$ cat src/sv/erfo_pkg.sv
// ----------------------------------------------------------------------------
// erfo_pkg - shared types and constants for the event ring queue
// queue depth, entry and request/response structs, status codes
// ----------------------------------------------------------------------------
package erfo_pkg;

	localparam int QUEUE_DEPTH = 16;
	localparam int IDX_W       = $clog2(QUEUE_DEPTH);
	localparam int CNT_W       = $clog2(QUEUE_DEPTH + 1);
	localparam int WORD_W      = 32;

	// request kinds
	localparam logic REQ_PUSH = 1'b0;
	localparam logic REQ_POP  = 1'b1;

	// response status codes
	localparam logic [2:0] ST_STORED       = 3'd0;
	localparam logic [2:0] ST_OVERWROTE    = 3'd1;
	localparam logic [2:0] ST_NULL_HANDLER = 3'd2;
	localparam logic [2:0] ST_FULL_REFUSED = 3'd3;
	localparam logic [2:0] ST_POPPED       = 3'd4;
	localparam logic [2:0] ST_EMPTY        = 3'd5;

	typedef struct packed {
		logic              req_type;
		logic              overwrite_oldest;
		logic [WORD_W-1:0] handler_word;
		logic [WORD_W-1:0] argument_word;
	} req_t;

	typedef struct packed {
		logic [2:0]        status;
		logic [WORD_W-1:0] popped_handler;
		logic [WORD_W-1:0] popped_argument;
		logic [CNT_W-1:0]  free_space;
	} rsp_t;

	typedef struct packed {
		logic [WORD_W-1:0] handler;
		logic [WORD_W-1:0] argument;
	} entry_t;

	// controls from erfo_ctrl to the row of cells
	typedef struct packed {
		logic                   shift;
		logic [QUEUE_DEPTH-1:0] load;
	} cell_ctl_t;

endpackage

$ cat src/sv/erfo_cell.sv
// ----------------------------------------------------------------------------
// erfo_cell - one queue slot
// holds one entry; loads a new entry or takes its upper neighbor's entry
// ----------------------------------------------------------------------------
module erfo_cell
	import erfo_pkg::*;
(
	input  logic   clk,
	input  logic   shift,
	input  logic   load,
	input  entry_t next_entry,
	input  entry_t new_entry,
	output entry_t entry
);

	entry_t entry_q;

	// payload only, no reset
	always_ff @(posedge clk) begin
		if (load) begin
			entry_q <= new_entry;
		end else if (shift) begin
			entry_q <= next_entry;
		end
	end

	assign entry = entry_q;

endmodule

$ cat src/sv/erfo_ctrl.sv
// ----------------------------------------------------------------------------
// erfo_ctrl - occupancy tracking and request decode
// decides per request what the cells do and builds the response
// ----------------------------------------------------------------------------
module erfo_ctrl
	import erfo_pkg::*;
(
	input  logic      clk,
	input  logic      arst_n,
	input  logic      accept,
	input  req_t      req,
	input  entry_t    head,
	output cell_ctl_t ctl,
	output rsp_t      rsp
);

	logic [CNT_W-1:0] count_q;
	logic [CNT_W-1:0] count_nx;
	logic             full;
	logic             empty;
	logic             shift;
	logic             ld_en;
	logic [IDX_W-1:0] ld_idx;

	assign full  = (count_q == CNT_W'(QUEUE_DEPTH));
	assign empty = (count_q == '0);

	always_comb begin
		count_nx            = count_q;
		shift               = 1'b0;
		ld_en               = 1'b0;
		ld_idx              = count_q[IDX_W-1:0];
		rsp.status          = ST_STORED;
		rsp.popped_handler  = '0;
		rsp.popped_argument = '0;
		if (req.req_type == REQ_POP) begin
			if (empty) begin
				rsp.status = ST_EMPTY;
			end else begin
				rsp.status          = ST_POPPED;
				rsp.popped_handler  = head.handler;
				rsp.popped_argument = head.argument;
				shift               = 1'b1;
				count_nx            = count_q - CNT_W'(1);
			end
		end else if (req.handler_word == '0) begin
			rsp.status = ST_NULL_HANDLER;
		end else if (full) begin
			if (req.overwrite_oldest) begin
				// drop the oldest, new entry lands in the top cell
				rsp.status = ST_OVERWROTE;
				shift      = 1'b1;
				ld_en      = 1'b1;
				ld_idx     = IDX_W'(QUEUE_DEPTH - 1);
			end else begin
				rsp.status = ST_FULL_REFUSED;
			end
		end else begin
			ld_en    = 1'b1;
			count_nx = count_q + CNT_W'(1);
		end
		rsp.free_space = CNT_W'(QUEUE_DEPTH) - count_nx;
	end

	always_comb begin
		ctl.shift = accept & shift;
		for (int i = 0; i < QUEUE_DEPTH; i++) begin
			ctl.load[i] = accept & ld_en & (ld_idx == IDX_W'(i));
		end
	end

	always_ff @(posedge clk or negedge arst_n) begin
		if (!arst_n) begin
			count_q <= '0;
		end else if (accept) begin
			count_q <= count_nx;
		end
	end

endmodule

$ cat src/sv/erfo_outbuf.sv
// ----------------------------------------------------------------------------
// erfo_outbuf - response register with skid slot
// keeps the request side open while one response waits downstream
// ----------------------------------------------------------------------------
module erfo_outbuf
	import erfo_pkg::*;
(
	input  logic clk,
	input  logic arst_n,
	input  logic push,
	input  rsp_t din,
	input  logic out_stall,
	output logic out_valid,
	output rsp_t dout,
	output logic busy
);

	logic out_valid_q;
	logic skid_valid_q;
	rsp_t out_q;
	rsp_t skid_q;
	logic take;
	logic open;

	assign take = out_valid_q & ~out_stall;
	assign open = ~out_valid_q | take;

	always_ff @(posedge clk or negedge arst_n) begin
		if (!arst_n) begin
			out_valid_q  <= 1'b0;
			skid_valid_q <= 1'b0;
		end else if (open) begin
			if (skid_valid_q) begin
				out_valid_q  <= 1'b1;
				skid_valid_q <= 1'b0;
			end else begin
				out_valid_q <= push;
			end
		end else if (push) begin
			skid_valid_q <= 1'b1;
		end
	end

	always_ff @(posedge clk) begin
		if (open) begin
			out_q <= skid_valid_q ? skid_q : din;
		end
		if (!open && push) begin
			skid_q <= din;
		end
	end

	assign out_valid = out_valid_q;
	assign dout      = out_q;
	assign busy      = skid_valid_q;

endmodule

$ cat src/sv/event_ring_fifo_overwrite_top.sv
// ----------------------------------------------------------------------------
// event_ring_fifo_overwrite_top - event queue with optional overwrite
// queue of handler/argument entries held in a row of shifting cells
// ----------------------------------------------------------------------------
// One request is taken per clock while req_stall is low; its response is
// registered before it shows up on rsp, and every request yields exactly
// one response. The entries sit in a row of QUEUE_DEPTH cells ordered by
// age, the oldest in cell 0: a push loads the first free cell, a pop (or a
// push over the oldest entry on a full queue) moves every cell down by one
// in the same cycle, so there is no read pointer and no memory port to wait
// on. The response register has a skid slot behind it, so req_stall only
// rises once two responses are waiting unread. Nothing needs to be cleared
// after reset: the queue starts empty and cells are only read once written.
// ----------------------------------------------------------------------------
module event_ring_fifo_overwrite_top
	import erfo_pkg::*;
(
	input  logic clk,
	input  logic arst_n,
	// request channel
	input  logic req_valid,
	output logic req_stall,
	input  req_t req,
	// response channel
	output logic rsp_valid,
	input  logic rsp_stall,
	output rsp_t rsp
);

	logic      accept;
	logic      busy;
	cell_ctl_t ctl;
	rsp_t      rsp_nx;
	entry_t    new_entry;
	entry_t    cell_entry [QUEUE_DEPTH];

	// request taken whenever the skid slot is free
	assign req_stall = busy;
	assign accept    = req_valid & ~busy;

	assign new_entry.handler  = req.handler_word;
	assign new_entry.argument = req.argument_word;

	// occupancy and per-request decisions
	erfo_ctrl u_ctrl (
		.clk    (clk),
		.arst_n (arst_n),
		.accept (accept),
		.req    (req),
		.head   (cell_entry[0]),
		.ctl    (ctl),
		.rsp    (rsp_nx)
	);

	// row of cells, each one fed from its upper neighbor
	for (genvar i = 0; i < QUEUE_DEPTH; i++) begin : g_cell
		entry_t next_entry;
		if (i == QUEUE_DEPTH - 1) begin : g_top
			assign next_entry = '0;
		end else begin : g_mid
			assign next_entry = cell_entry[i + 1];
		end
		erfo_cell u_cell (
			.clk        (clk),
			.shift      (ctl.shift),
			.load       (ctl.load[i]),
			.next_entry (next_entry),
			.new_entry  (new_entry),
			.entry      (cell_entry[i])
		);
	end

	// response register plus skid slot
	erfo_outbuf u_outbuf (
		.clk       (clk),
		.arst_n    (arst_n),
		.push      (accept),
		.din       (rsp_nx),
		.out_stall (rsp_stall),
		.out_valid (rsp_valid),
		.dout      (rsp),
		.busy      (busy)
	);

endmodule

$ cat config.mk
export PLATFORM = sky130hd
export DESIGN_NAME = event_ring_fifo_overwrite_top
export DESIGN_NICKNAME = d
export VERILOG_FILES = /design/src/sv/erfo_pkg.sv /design/src/sv/erfo_cell.sv /design/src/sv/erfo_ctrl.sv /design/src/sv/erfo_outbuf.sv /design/src/sv/event_ring_fifo_overwrite_top.sv
export SDC_FILE = /design/constraint.sdc
export NUM_CORES = 1
export LEC_CHECK = 0
export BUFFER_PORTS_ARGS = -buffer_cell sky130_fd_sc_hd__buf_2
export CAP_MARGIN = 20
export CORE_MARGIN = 1.5
export CORE_UTILIZATION = 33
export CTS_BUF_LIST = sky130_fd_sc_hd__clkbuf_4 sky130_fd_sc_hd__clkbuf_8
export CTS_CLUSTER_DIAMETER = 150
export DETAILED_ROUTE_END_ITERATION = 10
export PLACE_DENSITY = 0.56
export SYNTH_ARGS = -nofsm -noshare
export SYNTH_HDL_FRONTEND = slang
export SYNTH_SLANG_ARGS = --single-unit
$ cat constraint.sdc
create_clock -name clk -period 9 [get_ports clk]
set_input_delay 0 -clock clk [delete_from_list [all_inputs] [get_ports clk]]
set_output_delay 0 -clock clk [all_outputs]
set_load 0.01 [all_outputs]
# Yosys cells after proc, flatten, opt, wreduce, memory -nomap -nowiden
# Index checks and enable logic that the tools add are counted.
[totals] register_bits=1175 out_inout_bits=74 elab_cells=167 in_bits=70
[op_classes] n_bitwise=24 add_sub_neg=3 n_eq_ne=16 n_reduce_logical=22 n_mux=59
[ops] op="$mux 64" count=34
[ops] op="$mux 72" count=1
[ops] op="$reduce_bool 2->1" count=17
[ops] op="$eq 4x4->1 const B" count=8
[ops] op="$logic_not 32->1" count=1
[ops] op="$and 1x1->1" count=20
[ops] op="$mux 5" count=4
[ops] op="$eq 4x3->1 const B" count=4
[ops] op="$mux 4" count=4
[ops] op="$mux 1" count=12
[ops] op="$mux 3" count=3
[ops] op="$eq 4x2->1 const B" count=2
[ops] op="$add 5x1->5 const B" count=1
[ops] op="$eq 5x5->1 const B" count=1
[ops] op="$logic_not 5->1" count=1
[ops] op="$sub 5x1->5 const B" count=1
[ops] op="$sub 5x5->5 const A" count=1
[ops] op="$eq 4x1->1 const B" count=1
[ops] op="$logic_not 4->1" count=1
[ops] op="$not 1->1" count=3
[ops] op="$mux 2" count=1
[ops] op="$logic_and 1x1->1" count=1
[ops] op="$logic_not 1->1" count=1
[ops] op="$or 1x1->1" count=1

# Depth between registers and ports, before layout
[depth] word_depth=7 mapped_depth=12 ltp_nobuf=9

# Modules after synthesis
# From an unflattened synthesis, not the netlist that was laid out.
[hier_totals] cells_unflattened=2604 hier_area_um2=53324.9
[by_module_without_submodules] module="erfo_cell" cells_per_inst=136 area_per_inst_um2=2905.3 seq_area_each_um2=1921.8 instances=16
[by_module_without_submodules] module="erfo_outbuf" cells_per_inst=230 area_per_inst_um2=5515.3 seq_area_each_um2=4374.2 instances=1
[by_module_without_submodules] module="erfo_ctrl" cells_per_inst=196 area_per_inst_um2=1307.5 seq_area_each_um2=125.1 instances=1
[by_module_without_submodules] module="event_ring_fifo_overwrite_top" cells_per_inst=2 area_per_inst_um2=17.5 seq_area_each_um2=0.0 instances=1

# Least setup slack after synthesis
# Ideal clock, no wire load.
[synth_path] path_kind="register to register" start="reg u_ctrl.count_q[0]" end="reg g_cell[2].u_cell.entry_q, in the netlist g_cell[2].u_cell.entry[0] (enable)" period_less_slack_ps=7114 required_ps=8425 path_buffers=2 slack_ps=1886 setup_time_ps=575 stages_incl_launch_ff=11 arrival_time_ps=6539 cell_sequence="dfrtp_1 clkbuf_1 clkinv_1 ha_1 nand2_1 nor3_1 nand2_1 nor3_2 or3_1 buf_4 o21ai_0"
[synth_between] elab_chain_cells=7 word_cells_on_any_way=18 cone_classes="eq/ne (2); mux (11); bitwise (3); reduce/logical (2)"
[synth_rtl] element="start: declaration" line_no="erfo_ctrl.sv:17" source="logic [CNT_W-1:0] count_q;"
[synth_rtl] element="start signal: assignment" line_no="erfo_ctrl.sv:76" source="count_q <= count_nx;"
[synth_rtl] element="$eq 5x5->1 or $mux 4 (tied branches)" line_no="erfo_ctrl.sv:25, erfo_ctrl.sv:49"
[synth_rtl] element="$mux 4 or $mux 1 (tied branches)" line_no="erfo_ctrl.sv:48" source="end else if (full) begin"
[synth_rtl] element="$mux 4 or $mux 1 (tied branches)" line_no="erfo_ctrl.sv:46" source="end else if (req.handler_word == '0) begin"
[synth_rtl] element="$mux 4 or $mux 1 (tied branches)" line_no="erfo_ctrl.sv:36" source="if (req.req_type == REQ_POP) begin"
[synth_rtl] element="$eq 4x2->1 or $and 1x1->1 (tied branches)" line_no="erfo_ctrl.sv:68" source="ctl.load[i] = accept & ld_en & (ld_idx == IDX_W'(i));"
[synth_rtl] element="$and 1x1->1" line_no="erfo_ctrl.sv:68"
[synth_rtl] element="$reduce_bool 2->1 (no line) *"
[synth_rtl] element="end signal: assignment" line_no="erfo_cell.sv:21" source="entry_q <= new_entry;"
[synth_rtl] element="end signal: assignment" line_no="erfo_cell.sv:23" source="entry_q <= next_entry;"
[synth_rtl] element="end: declaration" line_no="erfo_cell.sv:16" source="entry_t entry_q;"
# Every way passes the cells marked *; elsewhere a longest branch is shown, timed or not.
# A chain may end at the register's enable or synchronous reset.

# Worst setup path in the final report
[layout_path] start="reg u_outbuf.skid_valid_q, in the netlist u_outbuf.busy" end="reg g_cell[0].u_cell.entry_q, in the netlist g_cell[0].u_cell.entry[28] (enable)"
[layout_between] elab_chain_cells=5 word_cells_on_any_way=6 cone_classes="bitwise (5); reduce/logical (1)"
[layout_rtl] element="start: declaration" line_no="erfo_outbuf.sv:19" source="logic skid_valid_q;"
[layout_rtl] element="start signal: assignment" line_no="erfo_outbuf.sv:31" source="skid_valid_q <= 1'b0;"
[layout_rtl] element="start signal: assignment" line_no="erfo_outbuf.sv:35" source="skid_valid_q <= 1'b0;"
[layout_rtl] element="start signal: assignment" line_no="erfo_outbuf.sv:40" source="skid_valid_q <= 1'b1;"
[layout_rtl] element="$not 1->1 *" line_no="event_ring_fifo_overwrite_top.sv:39" source="assign accept = req_valid & ~busy;"
[layout_rtl] element="$and 1x1->1 *" line_no="event_ring_fifo_overwrite_top.sv:39"
[layout_rtl] element="$and 1x1->1 (2 in a row)" line_no="erfo_ctrl.sv:68"
[layout_rtl] element="$reduce_bool 2->1 (no line) *"
[layout_rtl] element="end signal: assignment" line_no="erfo_cell.sv:21"
[layout_rtl] element="end signal: assignment" line_no="erfo_cell.sv:23"
[layout_rtl] element="end: declaration" line_no="erfo_cell.sv:16"
# Marked as above.

==> qor.yml <==
drt-total-wl_mm: 106
syn2layout_area_growth_pct: 14.2
worst_pin_slew_ns: 1.08
cp-end-kind: "register"
synth_common_cells: "edfxtp_1, mux2_2, mux2_1"
ctsResizeCount: 0
cts_sinks: 1175
slew_viol_final: 0
drt_iter0_drc: 1626
regArea_mm2: 0.0353
power_density_mw_per_mm2: 246
gp_congestion: 0.782
num_vias: 23941
ys_ff_latch: 1175
syn_nets: 2753
synth_edf_count: 1168
setup-violations-final: 0
slowest_stage: "nand2b_4"
rows: 142
synthFlopType: "edfxtp_1"
postCtsHoldBufs: 73
final_nets: 3007
critPathMaxStageDelay_ns: 0.97
power.leakage_nw: 19.2
core_mm2: 0.150
antenna_found_initial: 6
die_w_um: 391
setup_ws_ns: 4.36
die_y_um: 391
synth_area_leaders: "edfxtp_1, mux2_2, mux2_1, and2_1, and3_1"
ys_warn_count: 0
yosysUniqueCellTypes: 50
synth_top_area_share_pct: 70.6
timing.fmax_ghz: 0.215
cts_root_buffer: "clkbuf_8"
post_cts_buffers: 0
synth_top_area_cell: "edfxtp_1"
rsz0062_at_grt: "no"
drt-pass1-iter-count: 5
io_buffers: 143
die-area_mm2: 0.153
fillers: 13849
fin_skew_ns: 0.0293
max_slew_margin_pct: 28.1
path_class: "register to register"
total_power_mw: 14.0
path_clk_slew_ns: 0.06
worstReg2RegEnd: "g_cell[0].u_cell.entry[28]$_DFFE_PP_"
grtUsageTotal_pct: 13.9
cts_tree: "built"
min_period_ns: 4.64
max_cap_violations: 0
worstReg2RegStart: "u_outbuf.busy$_DFFE_PN0P_"
synth_seq_area_share_pct: 71.0
cts_max_level: 4
pin_count: 144
synthCells: 2680
grt_pass1_vias: 24980
synth_most_common_cell: "edfxtp_1"
dp_hpwl_mm: 61.9
startpoint_type: "register"
r2r_cells: 6
peakVddDrop_mv: 0.139
required_ns: 9.48
final_cell_count_no_fill: 5078
dpl.cell_count: 4680
netlist_area_mm2: 0.0497
clock_latency_ns: 0.88
fin_tns_setup_ns: 0
postRouteAntennaNets: 0
status: "complete, no violations"
hold_viol: 0
path_cells: "nand2b_1 -> nor3_1 -> nand3_2 -> nor4_4 -> buf_4 -> nand2b_4"
clk_path_buf_depth: 3
drc: 0
async_flop_share_pct: 0.596
drive_gt1_share_pct: 45.3
overflow: 0
grt_pass1_wl_mm: 160
pre_cts_ws_ns: 4.27
arrival_ns: 5.12
cts_buffers: 194
hold_path.class: "primary input to async pin"
initial_utilization_pct: 33.2
viasPerCell: 4.71
routedWlPerCell_um: 20.8
multiInputGateArea_mm2: 0.0136
r2r_slack_ns: 4.36
fin_crit_sh_pct: 51.6
crit_fanout: 65
grt_max_degree: 68
avgSynthCellArea_um2: 18.5
-- per-layer routing --
| layer | vias up | track usage [%] | part of all wire [%] |
|---|---|---|---|
| met2 | 484 | 22.6 | 47 |
| met1 | 12278 | 18.5 | 46 |
| met3 | 158 | 3.21 | 4.8 |
| met4 | 0 | 4.32 | 2.0 |
| li1 | 11021 | - | - |
| met5 | - | 0 | 0 |
-- sequential cells by signal (all words and copies together), names as in the netlist --
name,flops
u_outbuf.busy,1
g_cell.u_cell.entry,1024
u_outbuf.skid_q,72
u_ctrl.count_q,5
u_outbuf.dout,72
u_outbuf.out_valid,1
-- power by group --
part	internal (mW)	total, mW	switching [mW]
Combinational	0.819	2.11	1.29
Sequential	7.24	7.44	0.209
Clock	2.31	4.40	2.10
-- worst max-delay path, delay by kind of cell (launching register included) --
kind | cells | cell delay (ns)
buffers and inverters | 1 | 0.78
flip-flops | 1 | 0.68
AND/OR/NAND/NOR | 5 | 2.66
-- logic make-up (layout without fill, tap and decap cells) --
family / Yosys count / after routing / synth area share (%)
flops: 1175 / 1175 / 71.0
other cells: 0 / 1 / 0
fa+ha+maj: 3 / 3 / 0.0756
xor+xnor: 4 / 4 / 0.0706
mux: 1030 / 1030 / 23.4
compound gates: 36 / 36 / 0.464
simple gates: 225 / 225 / 2.81
buf+inv: 207 / 588 / 2.24
-- per-stage QoR --
stage | hold slack [ns] | cell area [um^2] | utilization (%)
3_5_place_dp | -0.112 | 52400 | 35.0
6_report | 0.186 | 56700 | 37.9
3_3_place_gp | -0.115 | 52400 | 35.0
4_1_cts | 0.0708 | 56700 | 37.9
5_1_grt | 0.126 | 56700 | 37.9
2_1_floorplan | -0.296 | 49700 | -
-- cells in the final DEF, fill, tap and decap left out, types with 37 or more instances in the layout --
| cell type | count |
|---|---|
| edfxtp_1 | 1168 |
| clkinv_1 | 37 |
| buf_4 | 43 |
| clkbuf_4 | 64 |
| buf_2 | 143 |
| dlygate4sd3_1 | 73 |
| mux2_2 | 873 |
| and2_1 | 67 |
| and3_1 | 64 |
| clkbuf_8 | 196 |
| mux2_1 | 156 |
-- worst max-delay path by stage --
stage                                        from                              endpoint  slack [ns]  cells past startpoint
CTS                     u_outbuf.busy$_DFFE_PN0P_  g_cell[0].u_cell.entry[28]$_DFFE_PP_        4.27                      6
global placement        u_outbuf.busy$_DFFE_PN0P_  g_cell[0].u_cell.entry[14]$_DFFE_PP_        4.37                      6
detailed placement      u_outbuf.busy$_DFFE_PN0P_  g_cell[0].u_cell.entry[14]$_DFFE_PP_        4.27                      6
floorplan           u_ctrl.count_q[0]$_DFFE_PN0P_   g_cell[2].u_cell.entry[0]$_DFFE_PP_        1.89                     10
finish                  u_outbuf.busy$_DFFE_PN0P_  g_cell[0].u_cell.entry[28]$_DFFE_PP_        4.36                      6
global route            u_outbuf.busy$_DFFE_PN0P_  g_cell[0].u_cell.entry[28]$_DFFE_PP_        3.94                      6
-- final cells by class --
| class | instances | area share (%) |
|---|---|---|
| multi-input combinational | 1298 | 23.9 |
| tap | 2016 | 4.45 |
| timing repair buffer | 260 | 3.16 |
| inverter | 5 | 0.0331 |
| clock buffer | 260 | 5.61 |
| clock inverter | 63 | 0.653 |
| antenna | 1 | 0.00441 |
| sequential | 1175 | 62.2 |
(Power assumes the default switching activity.)
